===== src/rtl/core/osa_pkg.sv =====
// osa_pkg: shared constants, register codes, cursor type and dimension clamp
// for the burst slot allocator; no dependencies
package osa_pkg;

   // grid limits
   localparam int MAX_ROWS  = 64;
   localparam int MAX_COLS  = 64;
   localparam int PAIR_STEP = 2;

   // field widths
   localparam int ROW_W  = 6;
   localparam int COL_W  = 7;
   localparam int SIZE_W = 13;
   localparam int RANK_W = 12;
   localparam int FREE_W = 13;
   localparam int CFG_W  = 7;

   // register port
   localparam int ADDR_W = 3;
   localparam int DATA_W = 32;

   localparam logic [RANK_W-1:0]       RANK_MAX = {RANK_W{1'b1}};
   localparam logic [FREE_W-1:0]       FREE_MAX = {FREE_W{1'b1}};
   localparam logic signed [COL_W-1:0] PAIR_DEC = COL_W'(PAIR_STEP);
   localparam logic signed [COL_W-1:0] COL_NONE = {COL_W{1'b1}};

   typedef enum logic {
      REG_GRID_ROWS = 1'b0,
      REG_GRID_COLS = 1'b1
   } reg_idx_type;

   // placement cursor: slots still to place, row, right column of the pair
   typedef struct packed {
      logic [SIZE_W-1:0] need;
      logic [ROW_W-1:0]  row;
      logic [COL_W-1:0]  col;
   } cursor_type;

   // clamp a grid dimension to 1..vmax
   function automatic logic [CFG_W-1:0] clamp_dim(input logic [CFG_W-1:0] v,
                                                   input logic [CFG_W-1:0] vmax);
      logic [CFG_W-1:0] r;
      r = v;
      if (v == '0) r = CFG_W'(1);
      else if (v > vmax) r = vmax;
      return r;
   endfunction

endpackage


===== src/rtl/core/osa_step.sv =====
// osa_step: one slot-pair placement step of the cursor
// depends on osa_pkg
module osa_step (
   input  osa_pkg::cursor_type       cur_i,
   input  logic [osa_pkg::ROW_W-1:0] rows_m1_i,
   output osa_pkg::cursor_type       nxt_o,
   output logic                      busy_o
);
   import osa_pkg::*;

   logic [SIZE_W-1:0]       need_m1;
   logic                    left_ok;
   logic signed [COL_W-1:0] col_s;
   logic signed [COL_W-1:0] col_m2;

   assign col_s = $signed(cur_i.col);

   // more slots to place and grid not exhausted
   assign busy_o = (cur_i.need != '0) && !cur_i.col[COL_W-1];

   // right slot always, left slot if wanted and on the grid
   assign need_m1 = cur_i.need - SIZE_W'(1);
   assign left_ok = (need_m1 != '0) && !cur_i.col[COL_W-1] && (cur_i.col != '0);

   // wrap to the bottom row two columns further left, stop at minus one
   assign col_m2 = col_s - PAIR_DEC;

   always_comb begin
      nxt_o.need = left_ok ? (need_m1 - SIZE_W'(1)) : need_m1;
      if (cur_i.row == '0) begin
         nxt_o.row = rows_m1_i;
         nxt_o.col = (col_m2 < COL_NONE) ? COL_NONE : col_m2;
      end else begin
         nxt_o.row = cur_i.row - ROW_W'(1);
         nxt_o.col = cur_i.col;
      end
   end

endmodule


===== src/rtl/core/osa_ctrl.sv =====
// osa_ctrl: sequencer, allocator state and result register
// depends on osa_pkg and osa_step
module osa_ctrl (
   input  logic                        clock,
   input  logic                        reset,
   input  logic [osa_pkg::CFG_W-1:0]   rows_i,
   input  logic [osa_pkg::CFG_W-1:0]   cols_i,
   input  logic                        req_valid,
   output logic                        req_ready,
   input  logic [osa_pkg::SIZE_W-1:0]  req_burst_size,
   output logic                        rsp_valid,
   input  logic                        rsp_ready,
   output logic                        rsp_accepted,
   output logic [osa_pkg::RANK_W-1:0]  rsp_burst_rank,
   output logic [osa_pkg::ROW_W-1:0]   rsp_start_row,
   output logic signed [osa_pkg::COL_W-1:0] rsp_start_col,
   output logic [osa_pkg::ROW_W-1:0]   rsp_next_row,
   output logic signed [osa_pkg::COL_W-1:0] rsp_next_col,
   output logic [osa_pkg::FREE_W-1:0]  rsp_slots_left
);
   import osa_pkg::*;

   typedef enum logic [1:0] {
      ST_IDLE,
      ST_CHECK,
      ST_RUN,
      ST_FINISH
   } state_type;

   state_type           state_ff;
   logic                started_ff;
   cursor_type          cur_ff;
   logic [FREE_W-1:0]   free_ff;
   logic [RANK_W-1:0]   rank_ff;
   logic [SIZE_W-1:0]   size_ff;
   logic                acc_ff;
   logic [RANK_W-1:0]   rank_res_ff;
   logic [ROW_W-1:0]    srow_ff;
   logic [COL_W-1:0]    scol_ff;

   logic                rsp_valid_ff;
   logic                rsp_acc_ff;
   logic [RANK_W-1:0]   rsp_rank_ff;
   logic [ROW_W-1:0]    rsp_srow_ff;
   logic [COL_W-1:0]    rsp_scol_ff;
   logic [ROW_W-1:0]    rsp_nrow_ff;
   logic [COL_W-1:0]    rsp_ncol_ff;
   logic [FREE_W-1:0]   rsp_left_ff;

   logic [CFG_W-1:0]    rows_m1_full;
   logic [CFG_W-1:0]    cols_m1_full;
   logic [ROW_W-1:0]    rows_m1;
   logic [2*CFG_W-1:0]  area;
   logic [FREE_W-1:0]   free_init;
   logic [FREE_W:0]     dec;
   cursor_type          step_nxt;
   logic                step_busy;
   logic                rsp_load;

   // first-burst load values
   assign rows_m1_full = rows_i - CFG_W'(1);
   assign cols_m1_full = cols_i - CFG_W'(1);
   assign rows_m1      = rows_m1_full[ROW_W-1:0];
   assign area         = rows_i * cols_i;
   assign free_init    = (area > (2*CFG_W)'(FREE_MAX)) ? FREE_MAX : area[FREE_W-1:0];

   // free count charge: size rounded up to even
   assign dec = {1'b0, size_ff} + (FREE_W+1)'(size_ff[0]);

   // finished result moves into the output register once it is free
   assign rsp_load = (state_ff == ST_FINISH) && (!rsp_valid_ff || rsp_ready);

   osa_step u_step (
      .cur_i     (cur_ff),
      .rows_m1_i (rows_m1),
      .nxt_o     (step_nxt),
      .busy_o    (step_busy)
   );

   // sequencer, allocator state and result register
   always_ff @(posedge clock) begin
      if (reset) begin
         state_ff     <= ST_IDLE;
         started_ff   <= 1'b0;
         cur_ff       <= '0;
         free_ff      <= '0;
         rank_ff      <= RANK_W'(1);
         rsp_valid_ff <= 1'b0;
      end else begin
         // output register valid: set on load, cleared on a response transfer
         if (rsp_load) rsp_valid_ff <= 1'b1;
         else if (rsp_valid_ff && rsp_ready) rsp_valid_ff <= 1'b0;
         unique case (state_ff)
            ST_IDLE: begin
               if (req_valid) begin
                  size_ff     <= req_burst_size;
                  cur_ff.need <= req_burst_size;
                  if (!started_ff) begin
                     cur_ff.row <= rows_m1;
                     cur_ff.col <= cols_m1_full;
                     free_ff    <= free_init;
                     started_ff <= 1'b1;
                  end
                  state_ff <= ST_CHECK;
               end
            end
            ST_CHECK: begin
               srow_ff <= cur_ff.row;
               scol_ff <= cur_ff.col;
               if (free_ff > size_ff) begin
                  state_ff <= ST_RUN;
               end else begin
                  acc_ff      <= 1'b0;
                  rank_res_ff <= '0;
                  state_ff    <= ST_FINISH;
               end
            end
            ST_RUN: begin
               if (step_busy) begin
                  cur_ff <= step_nxt;
               end else begin
                  free_ff     <= (dec >= {1'b0, free_ff}) ? '0 : free_ff - dec[FREE_W-1:0];
                  acc_ff      <= 1'b1;
                  rank_res_ff <= rank_ff;
                  if (rank_ff < RANK_MAX) rank_ff <= rank_ff + RANK_W'(1);
                  state_ff    <= ST_FINISH;
               end
            end
            ST_FINISH: begin
               // load the result once the output register is free
               if (rsp_load) begin
                  rsp_acc_ff   <= acc_ff;
                  rsp_rank_ff  <= rank_res_ff;
                  rsp_srow_ff  <= srow_ff;
                  rsp_scol_ff  <= scol_ff;
                  rsp_nrow_ff  <= cur_ff.row;
                  rsp_ncol_ff  <= cur_ff.col;
                  rsp_left_ff  <= free_ff;
                  state_ff     <= ST_IDLE;
               end
            end
            default: state_ff <= ST_IDLE;
         endcase
      end
   end

   assign req_ready      = (state_ff == ST_IDLE);
   assign rsp_valid      = rsp_valid_ff;
   assign rsp_accepted   = rsp_acc_ff;
   assign rsp_burst_rank = rsp_rank_ff;
   assign rsp_start_row  = rsp_srow_ff;
   assign rsp_start_col  = $signed(rsp_scol_ff);
   assign rsp_next_row   = rsp_nrow_ff;
   assign rsp_next_col   = $signed(rsp_ncol_ff);
   assign rsp_slots_left = rsp_left_ff;

   // column cursor never drops below minus one
   a_col_floor: assert property (@(posedge clock) disable iff (reset)
      !($signed(cur_ff.col) < COL_NONE))
      else $error("column cursor below minus one");

   // rank counter never wraps to zero
   a_rank_nonzero: assert property (@(posedge clock) disable iff (reset)
      rank_ff != '0)
      else $error("rank counter reached zero");

   // a placed burst always carries a nonzero rank
   a_acc_rank: assert property (@(posedge clock) disable iff (reset)
      rsp_valid_ff && rsp_acc_ff |-> rsp_rank_ff != '0)
      else $error("placed burst without rank");

   // a rejected burst leaves the cursor where it was
   a_reject_still: assert property (@(posedge clock) disable iff (reset)
      rsp_valid_ff && !rsp_acc_ff |->
         (rsp_nrow_ff == rsp_srow_ff) && (rsp_ncol_ff == rsp_scol_ff))
      else $error("rejected burst moved the cursor");

   // the first transfer loads the grid and marks the allocator started
   a_started: assert property (@(posedge clock) disable iff (reset)
      req_valid && req_ready && !started_ff |=> started_ff)
      else $error("first burst did not load the grid");

endmodule


===== src/rtl/core/ofdma_burst_slot_allocator_top.sv =====
// ofdma_burst_slot_allocator_top: register port, dimension clamp and allocator core
// depends on osa_pkg, osa_ctrl and osa_step
//
// Places bursts into a rows-by-columns slot grid, one burst per request transfer.
// Request channel (req_valid/req_ready, req_burst_size) carries the slot count;
// the response channel (rsp_valid/rsp_ready) returns one result per request:
// accepted flag, rank, start and next cursor, and the remaining free count.
// grid_rows lies at byte address 0 and grid_cols at 4 on the APB-style port;
// both reset to 64 and should be written only while the allocator is idle.
// The first burst after reset loads the cursor to the bottom-right pair and the
// free count to rows times columns.
// A rejected burst goes from the check state straight to the finish state; a
// placed burst first passes through the run state, where the single placement
// step unit advances the cursor by one pair per cycle. In the finish state the
// result moves into the output register once it is free. req_ready is high
// only while the sequencer is idle, so one burst is in work at a time.
// A stalled response sits in the output register and the next request may be
// taken meanwhile; its result waits until that one is taken.
// Reset is synchronous and active high; it clears the sequencer, the cursor,
// the free count, the rank (back to 1) and the response valid.
module ofdma_burst_slot_allocator_top (
   input  logic                             clock,
   input  logic                             reset,
   input  logic                             psel,
   input  logic                             penable,
   input  logic                             pwrite,
   input  logic [osa_pkg::ADDR_W-1:0]       paddr,
   input  logic [osa_pkg::DATA_W-1:0]       pwdata,
   output logic [osa_pkg::DATA_W-1:0]       prdata,
   output logic                             pready,
   input  logic                             req_valid,
   output logic                             req_ready,
   input  logic [osa_pkg::SIZE_W-1:0]       req_burst_size,
   output logic                             rsp_valid,
   input  logic                             rsp_ready,
   output logic                             rsp_accepted,
   output logic [osa_pkg::RANK_W-1:0]       rsp_burst_rank,
   output logic [osa_pkg::ROW_W-1:0]        rsp_start_row,
   output logic signed [osa_pkg::COL_W-1:0] rsp_start_col,
   output logic [osa_pkg::ROW_W-1:0]        rsp_next_row,
   output logic signed [osa_pkg::COL_W-1:0] rsp_next_col,
   output logic [osa_pkg::FREE_W-1:0]       rsp_slots_left
);
   import osa_pkg::*;

   logic [CFG_W-1:0] rows_ff;
   logic [CFG_W-1:0] cols_ff;
   logic [CFG_W-1:0] rows_eff;
   logic [CFG_W-1:0] cols_eff;
   logic             wr_en;
   reg_idx_type      reg_sel;

   assign pready  = 1'b1;
   assign wr_en   = psel && penable && pwrite && pready;
   assign reg_sel = reg_idx_type'(paddr[2]);

   // configuration registers
   always_ff @(posedge clock) begin
      if (reset) begin
         rows_ff <= CFG_W'(MAX_ROWS);
         cols_ff <= CFG_W'(MAX_COLS);
      end else if (wr_en) begin
         unique case (reg_sel)
            REG_GRID_ROWS: rows_ff <= pwdata[CFG_W-1:0];
            REG_GRID_COLS: cols_ff <= pwdata[CFG_W-1:0];
            default: ;
         endcase
      end
   end

   // register read back
   always_comb begin
      unique case (reg_sel)
         REG_GRID_ROWS: prdata = {{(DATA_W-CFG_W){1'b0}}, rows_ff};
         REG_GRID_COLS: prdata = {{(DATA_W-CFG_W){1'b0}}, cols_ff};
         default:       prdata = '0;
      endcase
   end

   // effective grid dimensions
   assign rows_eff = clamp_dim(rows_ff, CFG_W'(MAX_ROWS));
   assign cols_eff = clamp_dim(cols_ff, CFG_W'(MAX_COLS));

   osa_ctrl u_ctrl (
      .clock          (clock),
      .reset          (reset),
      .rows_i         (rows_eff),
      .cols_i         (cols_eff),
      .req_valid      (req_valid),
      .req_ready      (req_ready),
      .req_burst_size (req_burst_size),
      .rsp_valid      (rsp_valid),
      .rsp_ready      (rsp_ready),
      .rsp_accepted   (rsp_accepted),
      .rsp_burst_rank (rsp_burst_rank),
      .rsp_start_row  (rsp_start_row),
      .rsp_start_col  (rsp_start_col),
      .rsp_next_row   (rsp_next_row),
      .rsp_next_col   (rsp_next_col),
      .rsp_slots_left (rsp_slots_left)
   );

endmodule


===== config.mk =====
export PLATFORM = sky130hd
export DESIGN_NAME = ofdma_burst_slot_allocator_top
export DESIGN_NICKNAME = d
export VERILOG_FILES = /design/src/rtl/core/osa_pkg.sv /design/src/rtl/core/osa_step.sv /design/src/rtl/core/osa_ctrl.sv /design/src/rtl/core/ofdma_burst_slot_allocator_top.sv
export SDC_FILE = /design/constraint.sdc
export NUM_CORES = 1
export LEC_CHECK = 0
export BUFFER_PORTS_ARGS = -buffer_cell sky130_fd_sc_hd__buf_2
export CAP_MARGIN = 40
export CORE_MARGIN = 8
export CORE_UTILIZATION = 44
export DETAILED_ROUTE_END_ITERATION = 16
export PLACE_DENSITY = 0.74
export SETUP_SLACK_MARGIN = 0.02
export SYNTH_ARGS = -nofsm -noshare
export SYNTH_HDL_FRONTEND = slang
export SYNTH_SLANG_ARGS = --single-unit

===== constraint.sdc =====
create_clock -name clock -period 9.55 [get_ports clock]
set_input_delay 0.955 -clock clock [delete_from_list [all_inputs] [get_ports clock]]
set_output_delay 0.955 -clock clock [all_outputs]
set_load 0.01 [all_outputs]

==> results of run 1 <==
power groups by stage:
stage	Combinational (mW)	Sequential (mW)	Clock, mW
finish	1.00	0.985	0.721
global route	1.11	0.999	0.762
CTS	0.992	0.983	0.732
detailed placement	0.980	0.998	0
global placement	0.958	0.995	0
floorplan	0.801	0.954	0
registers in the layout (all words and copies together), names as in the netlist:
signal	count
u_ctrl.rsp_slots_left	13
u_ctrl.rank_res_ff	12
rows_ff	7
u_ctrl.started_ff	1
u_ctrl.rsp_start_row	6
u_ctrl.size_ff	13
u_ctrl.free_ff	13
u_ctrl.rank_ff	12
u_ctrl.acc_ff	1
u_ctrl.rsp_next_row	6
u_ctrl.rsp_burst_rank	12
u_ctrl.scol_ff	7
u_ctrl.rsp_next_col	7
u_ctrl.rsp_valid	1
u_ctrl.cur_ff	26
cols_ff	7
u_ctrl.rsp_accepted	1
u_ctrl.rsp_start_col	7
u_ctrl.srow_ff	6
u_ctrl.state_ff	2
synthesized netlist by cell type (all sizes together), types with 6 or more instances:
master,count
fa,24
o21ai,45
nor2,125
nand2,76
a31oi,21
buf,34
mux2,6
nand3,35
nor2b,14
ha,82
clkbuf,28
a21oi,39
o31ai,13
o21a,13
xnor2,43
edfxtp,91
mux2i,14
nor4,9
nor3,24
xor2,14
o211ai,12
a211oi,9
a21o,6
nor3b,6
a221oi,12
and2,12
or3,11
nand4,8
or2,8
inv,88
dfxtp,69
cell type report:
cell class / instances / area, um^2
clock buffers: 18 / 429
clock inverters: 14 / 193
fillers: 2063 / 11700
inverters: 89 / 334
multi-input cells: 781 / 5530
flip-flops and latches: 160 / 4110
well taps: 319 / 399
repair buffers: 98 / 515
cell families after synthesis:
group	after synthesis	share of synthesized area [%]
flip-flops	160	40.0
other	2	0.0731
adder cells (fa/ha/maj)	106	14.7
buffers and inverters	152	7.08
AO/OA/AOI/OAI	214	14.2
XOR/XNOR	57	4.86
multiplexers	20	2.02
AND/OR/NAND/NOR	358	17.1
critical path, cell delays in order, from the launching register on:
cell and delay (ns):
dfxtp_1 0.37, or4_1 0.55, nor2_1 0.15, o21ai_1 0.22, or2_2 0.38, fa_1 0.52, fa_1 0.54, inv_1 0.06
fa_1 0.52, inv_1 0.05, fa_1 0.52, inv_1 0.04, ha_1 0.36, nand3_1 0.12, o211ai_1 0.15, o31ai_1 0.31
nand3_1 0.14, a21oi_1 0.80, o31ai_1 0.26, a221oi_1 0.30
per-stage QoR:
step,hold WS (ns),util [%]
after global placement,0.402,46.9
after global routing,0.419,49.7
after detailed placement,0.405,46.9
final,0.418,49.7
after CTS,0.418,49.6
after floorplan,0.400,-
cell usage in the layout (no fill, tap or decap), types with 5 or more instances in the layout:
cell type	netlist	routed
a211oi_1	9	9
a21o_1	6	6
a21oi_1	39	39
a221oi_1	11	11
a31oi_1	21	21
and2_1	11	11
buf_2	2	88
buf_4	28	9
clkbuf_16	0	17
conb_1	2	26
dfxtp_1	69	69
edfxtp_1	91	91
fa_1	24	24
ha_1	82	82
inv_1	87	87
inv_6	0	5
mux2_2	6	6
mux2i_1	14	14
nand2_1	76	76
nand2b_1	5	5
nand3_1	35	35
nand4_1	8	8
nor2_1	125	125
nor2b_1	14	14
nor3_1	23	23
nor4_1	8	8
nor4b_1	5	5
o2111ai_1	5	5
o211ai_1	12	12
o21a_1	13	13
o21ai_0	44	44
o31ai_1	13	13
or2_2	7	7
or3_1	11	11
or4_1	5	5
xnor2_1	43	43
xor2_1	14	14
worst max-delay path by stage:
| stage | endpoint | cells past startpoint | startpoint | slack, ns |
|---|---|---|---|---|
| final | u_ctrl.free_ff[4]$_SDFFE_PP0P_ | 19 | rows_ff[2]$_SDFFE_PP0P_ | 3.08 |
| after global routing | u_ctrl.free_ff[4]$_SDFFE_PP0P_ | 19 | rows_ff[1]$_SDFFE_PP0P_ | 2.83 |
| after CTS | u_ctrl.free_ff[4]$_SDFFE_PP0P_ | 19 | rows_ff[1]$_SDFFE_PP0P_ | 3.23 |
| after detailed placement | u_ctrl.free_ff[4]$_SDFFE_PP0P_ | 19 | rows_ff[1]$_SDFFE_PP0P_ | 3.25 |
| after global placement | u_ctrl.free_ff[4]$_SDFFE_PP0P_ | 19 | rows_ff[1]$_SDFFE_PP0P_ | 3.38 |
| after floorplan | u_ctrl.rsp_accepted$_DFFE_PP_ | 3 | reset | 3.88 |
layer usage:
layer  GRT usage (%)  vias to the layer above  share of wire [%]
met4            5.40                        0                1.9
met5               0                        -                  0
met3            3.68                       33                7.0
met2            27.8                      272                 47
li1                -                     3929                  -
met1            21.1                     3869                 44
==> flow_metrics.tcl, run 1 <==
set metrics [dict create \
    synth_edf_count 91 \
    dp_cells 1446 \
    r2r-start "rows_ff[2]$_SDFFE_PP0P_" \
    fin_tns_setup_ns 0 \
    cts.path.max_buffers 2 \
    r2r-end "u_ctrl.free_ff[4]$_SDFFE_PP0P_" \
    setup_viol 0 \
    worst_setup_path_start_kind "register" \
    port_buffers 88 \
    viasPerCell 5.48 \
    grt_pass1_vias 7606 \
    netlist_area_um2 10300 \
    wl_um 23800 \
    grt_pass1_wl_um 38800 \
    rsz0062_at_grt "false" \
    area_delta_synth_final_pct 12.1 \
    cts_tree "done" \
    ys_seq_area_share_pct 40.0 \
    final_cells 1479 \
    ios 142 \
    core-area_um2 23200 \
    root_buffer "clkbuf_16" \
    drive_gt1_share_pct 13.8 \
    hpwl_um 17800 \
    arrival_ns 6.81 \
    yosys-top-cells-area "edfxtp_1 (27%), dfxtp_1 (13%), ha_1 (10%), fa_1 (4.7%), nor2_1 (4.6%)" \
    max_freq_mhz 154 \
    drtPass1Iterations 5 \
    slew_viol_final 0 \
    die_y_um 169 \
    grt_max_degree 66 \
    post_cts_buffers 0 \
    holdPathStages 0 \
    power_mw 2.71 \
    postSynthAreaPerCell_um2 9.61 \
    power_switching_share_pct 38.2 \
    cts_buffers 17 \
    p_int_mw 1.67 \
    outcome "complete, no violations" \
    synth_top_area_share_pct 26.6 \
    overflow 0 \
    reg2regPathDepth 19 \
    post_dp_cell_area_um2 10900 \
    hold_class "register to register" \
    via_count 8103 \
    gp_congestion 0.856 \
    start_util_pct 44.3 \
    setup_slack_ns 3.08 \
    synth_top_flop_cell "edfxtp_1" \
    hold_end "u_ctrl.rsp_start_row[0]$_DFFE_PP_" \
    worst_slew_pin_slew_ns 0.976 \
    die_x_um 169 \
    power_switching_mw 1.04 \
    post-route-period-util_pct 67.8 \
    leakagePower_nw 4.73 \
    hp-start "u_ctrl.srow_ff[0]$_DFFE_PP_" \
    crit_path_max_fanout 12 \
    h-tree-depth 4 \
    dp_slack_ns 3.25 \
    required_ns 9.88 \
    syn_inst 1069 \
    cts_resized 0 \
    drc 0 \
    drt-initial-drc-count 547 \
    ir_drop_mv 0.108 \
    clockPowerShare_pct 26.6 \
    maxCapViolations 0 \
    hold_viol 0 \
    power_density_nw_per_um2 235 \
    diodes 0 \
    wl_per_cell_um 16.1 \
    slew_headroom_pct 35.0 \
    async_flop_share_pct 0 \
    ant_nets 0 \
    end_kind "register" \
    insertion_delay_ns 0.44 \
    design_area_um2 11500 \
    ys_ff_latch 160 \
    power_frac_seq_pct 36.4 \
    rrSetupSlack_ns 3.08 \
    synth.distinct_cells 81 \
    clock_sinks 160 \
    synth_top_area_cell "edfxtp_1" \
    cts.hold.buffers_added 0 \
    rows 56 \
    grt_antenna_before_repair 0 \
    period_needed_ns 6.47 \
    fin_nets 1308 \
    comb_power_share_pct 37.0 \
    yosys_warnings 0 \
    dieArea_um2 28500 \
    clk_pin_slew_ns 0.07 \
    critical_path_class "register to register" \
    fin_skew_ns 0.0152 \
    globalRouteTotalUtil_pct 16.7 \
]
No activity file was read; power rests on OpenSTA's default activity.
==> run 2: changes to the inputs <==
--- a/config.mk
+++ b/config.mk
@@ -10,7 +10,7 @@
 export CORE_MARGIN = 8
 export CORE_UTILIZATION = 44
 export DETAILED_ROUTE_END_ITERATION = 16
-export PLACE_DENSITY = 0.74
+export PLACE_DENSITY = 0.76
 export SETUP_SLACK_MARGIN = 0.02
 export SYNTH_ARGS = -nofsm -noshare
 export SYNTH_HDL_FRONTEND = slang
==> constraint.sdc (replaced) <==
create_clock -name clock -period 5.3 [get_ports clock]
set_input_delay 0.53 -clock clock [delete_from_list [all_inputs] [get_ports clock]]
set_output_delay 0.53 -clock clock [all_outputs]
set_load 0.01 [all_outputs]
==> run 2 against run 1 <==
Sequential power rose by 81%. Critical path depth rose by 1. Register-to-register slack got worse by 3.0 ns. Cell count is 1.5% higher. Critical path type unchanged. Largest power group unchanged.
==> flow_metrics.tcl, run 2 (synthesized netlist as in run 1, its figures left out) <==
set metrics [dict create \
    outcome "complete, no violations" \
    insertion_delay_ns 0.43 \
    startpoint "rows_ff[1]$_SDFFE_PP0P_" \
    crit_path_frequent_cell "fa_1" \
    crit_path_cell_trace "or4_4 -> nor2_4 -> o21ai_4 -> or2_4 -> fa_1 -> fa_1 -> inv_1 -> fa_1 -> inv_1 -> fa_1 -> inv_2 -> ha_4 -> nand3_2 -> o211ai_1 -> buf_4 -> or4_1 -> o311a_1 -> xor2_1 -> o31ai_1 -> a21oi_1" \
    required_ns 5.60 \
    largest_reg_flops 26 \
    cts_tree "done" \
    r2r-start "rows_ff[1]$_SDFFE_PP0P_" \
    wl_um 25400 \
    final_cells 1501 \
    ant_nets 0 \
    worst_slew_pin_slew_ns 0.919 \
    crit_family "adder cells" \
    maxCapViolations 0 \
    core-area_um2 23200 \
    gp_congestion 0.889 \
    period_needed_ns 5.21 \
    wl_per_cell_um 16.9 \
    drtPass1Iterations 5 \
    hold_viol 0 \
    via_count 8323 \
    hp-start "req_burst_size[10]" \
    die_y_um 169 \
    die_x_um 169 \
    crit_path_max_fanout 4 \
    drive_gt1_share_pct 17.4 \
    ir_drop_mv 0.196 \
    layout_commonest_cell "nor2_1" \
    critical_path_class "register to register" \
    cts.path.max_buffers 2 \
    drt-initial-drc-count 604 \
    layout_common_cells "nor2_1 (124), edfxtp_1 (91), buf_2 (88)" \
    crit_path_top_delay_cell "or4_4" \
    arrival_ns 5.51 \
    setup_slack_ns 0.0890 \
    leakagePower_nw 4.82 \
    area_delta_synth_final_pct 15.2 \
    root_buffer "clkbuf_16" \
    h-tree-depth 4 \
    dp_slack_ns -0.127 \
    post-route-period-util_pct 98.3 \
    worst_hold_slack_ns 0.333 \
    fin_tns_setup_ns 0 \
    rsz0062_at_grt "true" \
    power_density_nw_per_um2 407 \
    grt_pass1_wl_um 41000 \
    power_mw 4.82 \
    design_area_um2 11800 \
    clock_sinks 160 \
    grt_max_degree 45 \
    cpPeakStageDelay_ns 0.54 \
    port_buffers 88 \
    hold_class "input pin to register" \
    slew_headroom_pct 38.7 \
    viasPerCell 5.54 \
    end_kind "register" \
    fin_skew_ns 0.0106 \
    post_dp_cell_area_um2 11100 \
    fin_nets 1329 \
    hpwl_um 18900 \
    max_freq_mhz 192 \
    cts_buffers 17 \
    grt_antenna_before_repair 1 \
    finalCoreUtilization_pct 51.0 \
    setup_viol 0 \
    ios 142 \
    rows 56 \
    grt_pass1_vias 8255 \
    globalRouteTotalUtil_pct 17.7 \
    slew_viol_final 0 \
    path_buf_inv 4 \
    dieArea_um2 28500 \
    start_util_pct 44.3 \
    dp_cells 1464 \
    clk_pin_slew_ns 0.07 \
    worst_setup_path_start_kind "register" \
    drc 0 \
    overflow 0 \
    largest-register "u_ctrl.cur_ff" \
]
==> run 2: cell count changes in the layout (fill, tap and decap cells not counted), sizes merged <==
cell / change
inv: -1
clkinvlp: +1
diode: +1
buf: +22
clkinv: +1
bufinv: -2
==> run 2: final timing paths <==
path                                                           to  slack, ns  cells past startpoint
worst max-delay path               u_ctrl.free_ff[9]$_SDFFE_PP0P_       0.09                     20
worst min-delay path                 u_ctrl.size_ff[10]$_DFFE_PP_       0.33                      1
worst max register to register     u_ctrl.free_ff[9]$_SDFFE_PP0P_       0.09                     20
worst min register to register  u_ctrl.rsp_start_row[5]$_DFFE_PP_       0.42                      0
==> run 2: final cells by class <==
class | instances | area, um^2
diodes | 1 | 2.50
clock buffers | 19 | 433
clock inverters | 13 | 126
fillers | 2048 | 11400
inverters | 89 | 334
multi-input cells | 781 | 5720
flip-flops and latches | 160 | 4120
well taps | 319 | 399
repair buffers | 119 | 702
==> run 2: metal layers <==
metal  GRT usage, %  up-vias  share of wire (%)
met5              0        -                  0
li1               -     3980                  -
met1           21.5     4047                 42
met4           6.25        0                2.3
met3           3.59       47                5.9
met2           30.6      249                 50
==> run 2: where the power goes <==
part / internal [mW] / leakage, nW / total [mW] / switching, mW
Combinational: 0.708 / 3.15 / 1.86 / 1.15
Sequential: 1.56 / 1.41 / 1.78 / 0.218
Clock: 0.656 / 0.267 / 1.18 / 0.526
Total: 2.92 / 4.82 / 4.82 / 1.89
==> run 2: worst register-to-register path, delay by kind of cell (launching register included) <==
kind                     cells  cell delay (ns)
adder cells (fa/ha/maj)      5             2.21
XOR/XNOR                     1             0.16
flip-flops                   1             0.32
AO/OA/AOI/OAI                5             0.67
AND/OR/NAND/NOR              5             1.38
buffers and inverters        4             0.33
==> run 2: repair_timing <==
item                                    4_1_cts  5_1_grt
setup buffers                                 2        2
pin swaps                                     9       18
endpoints found under the setup margin       12       12
hold buffers                                  0        0
cloned                                        0        0
gates resized for setup                       9       23
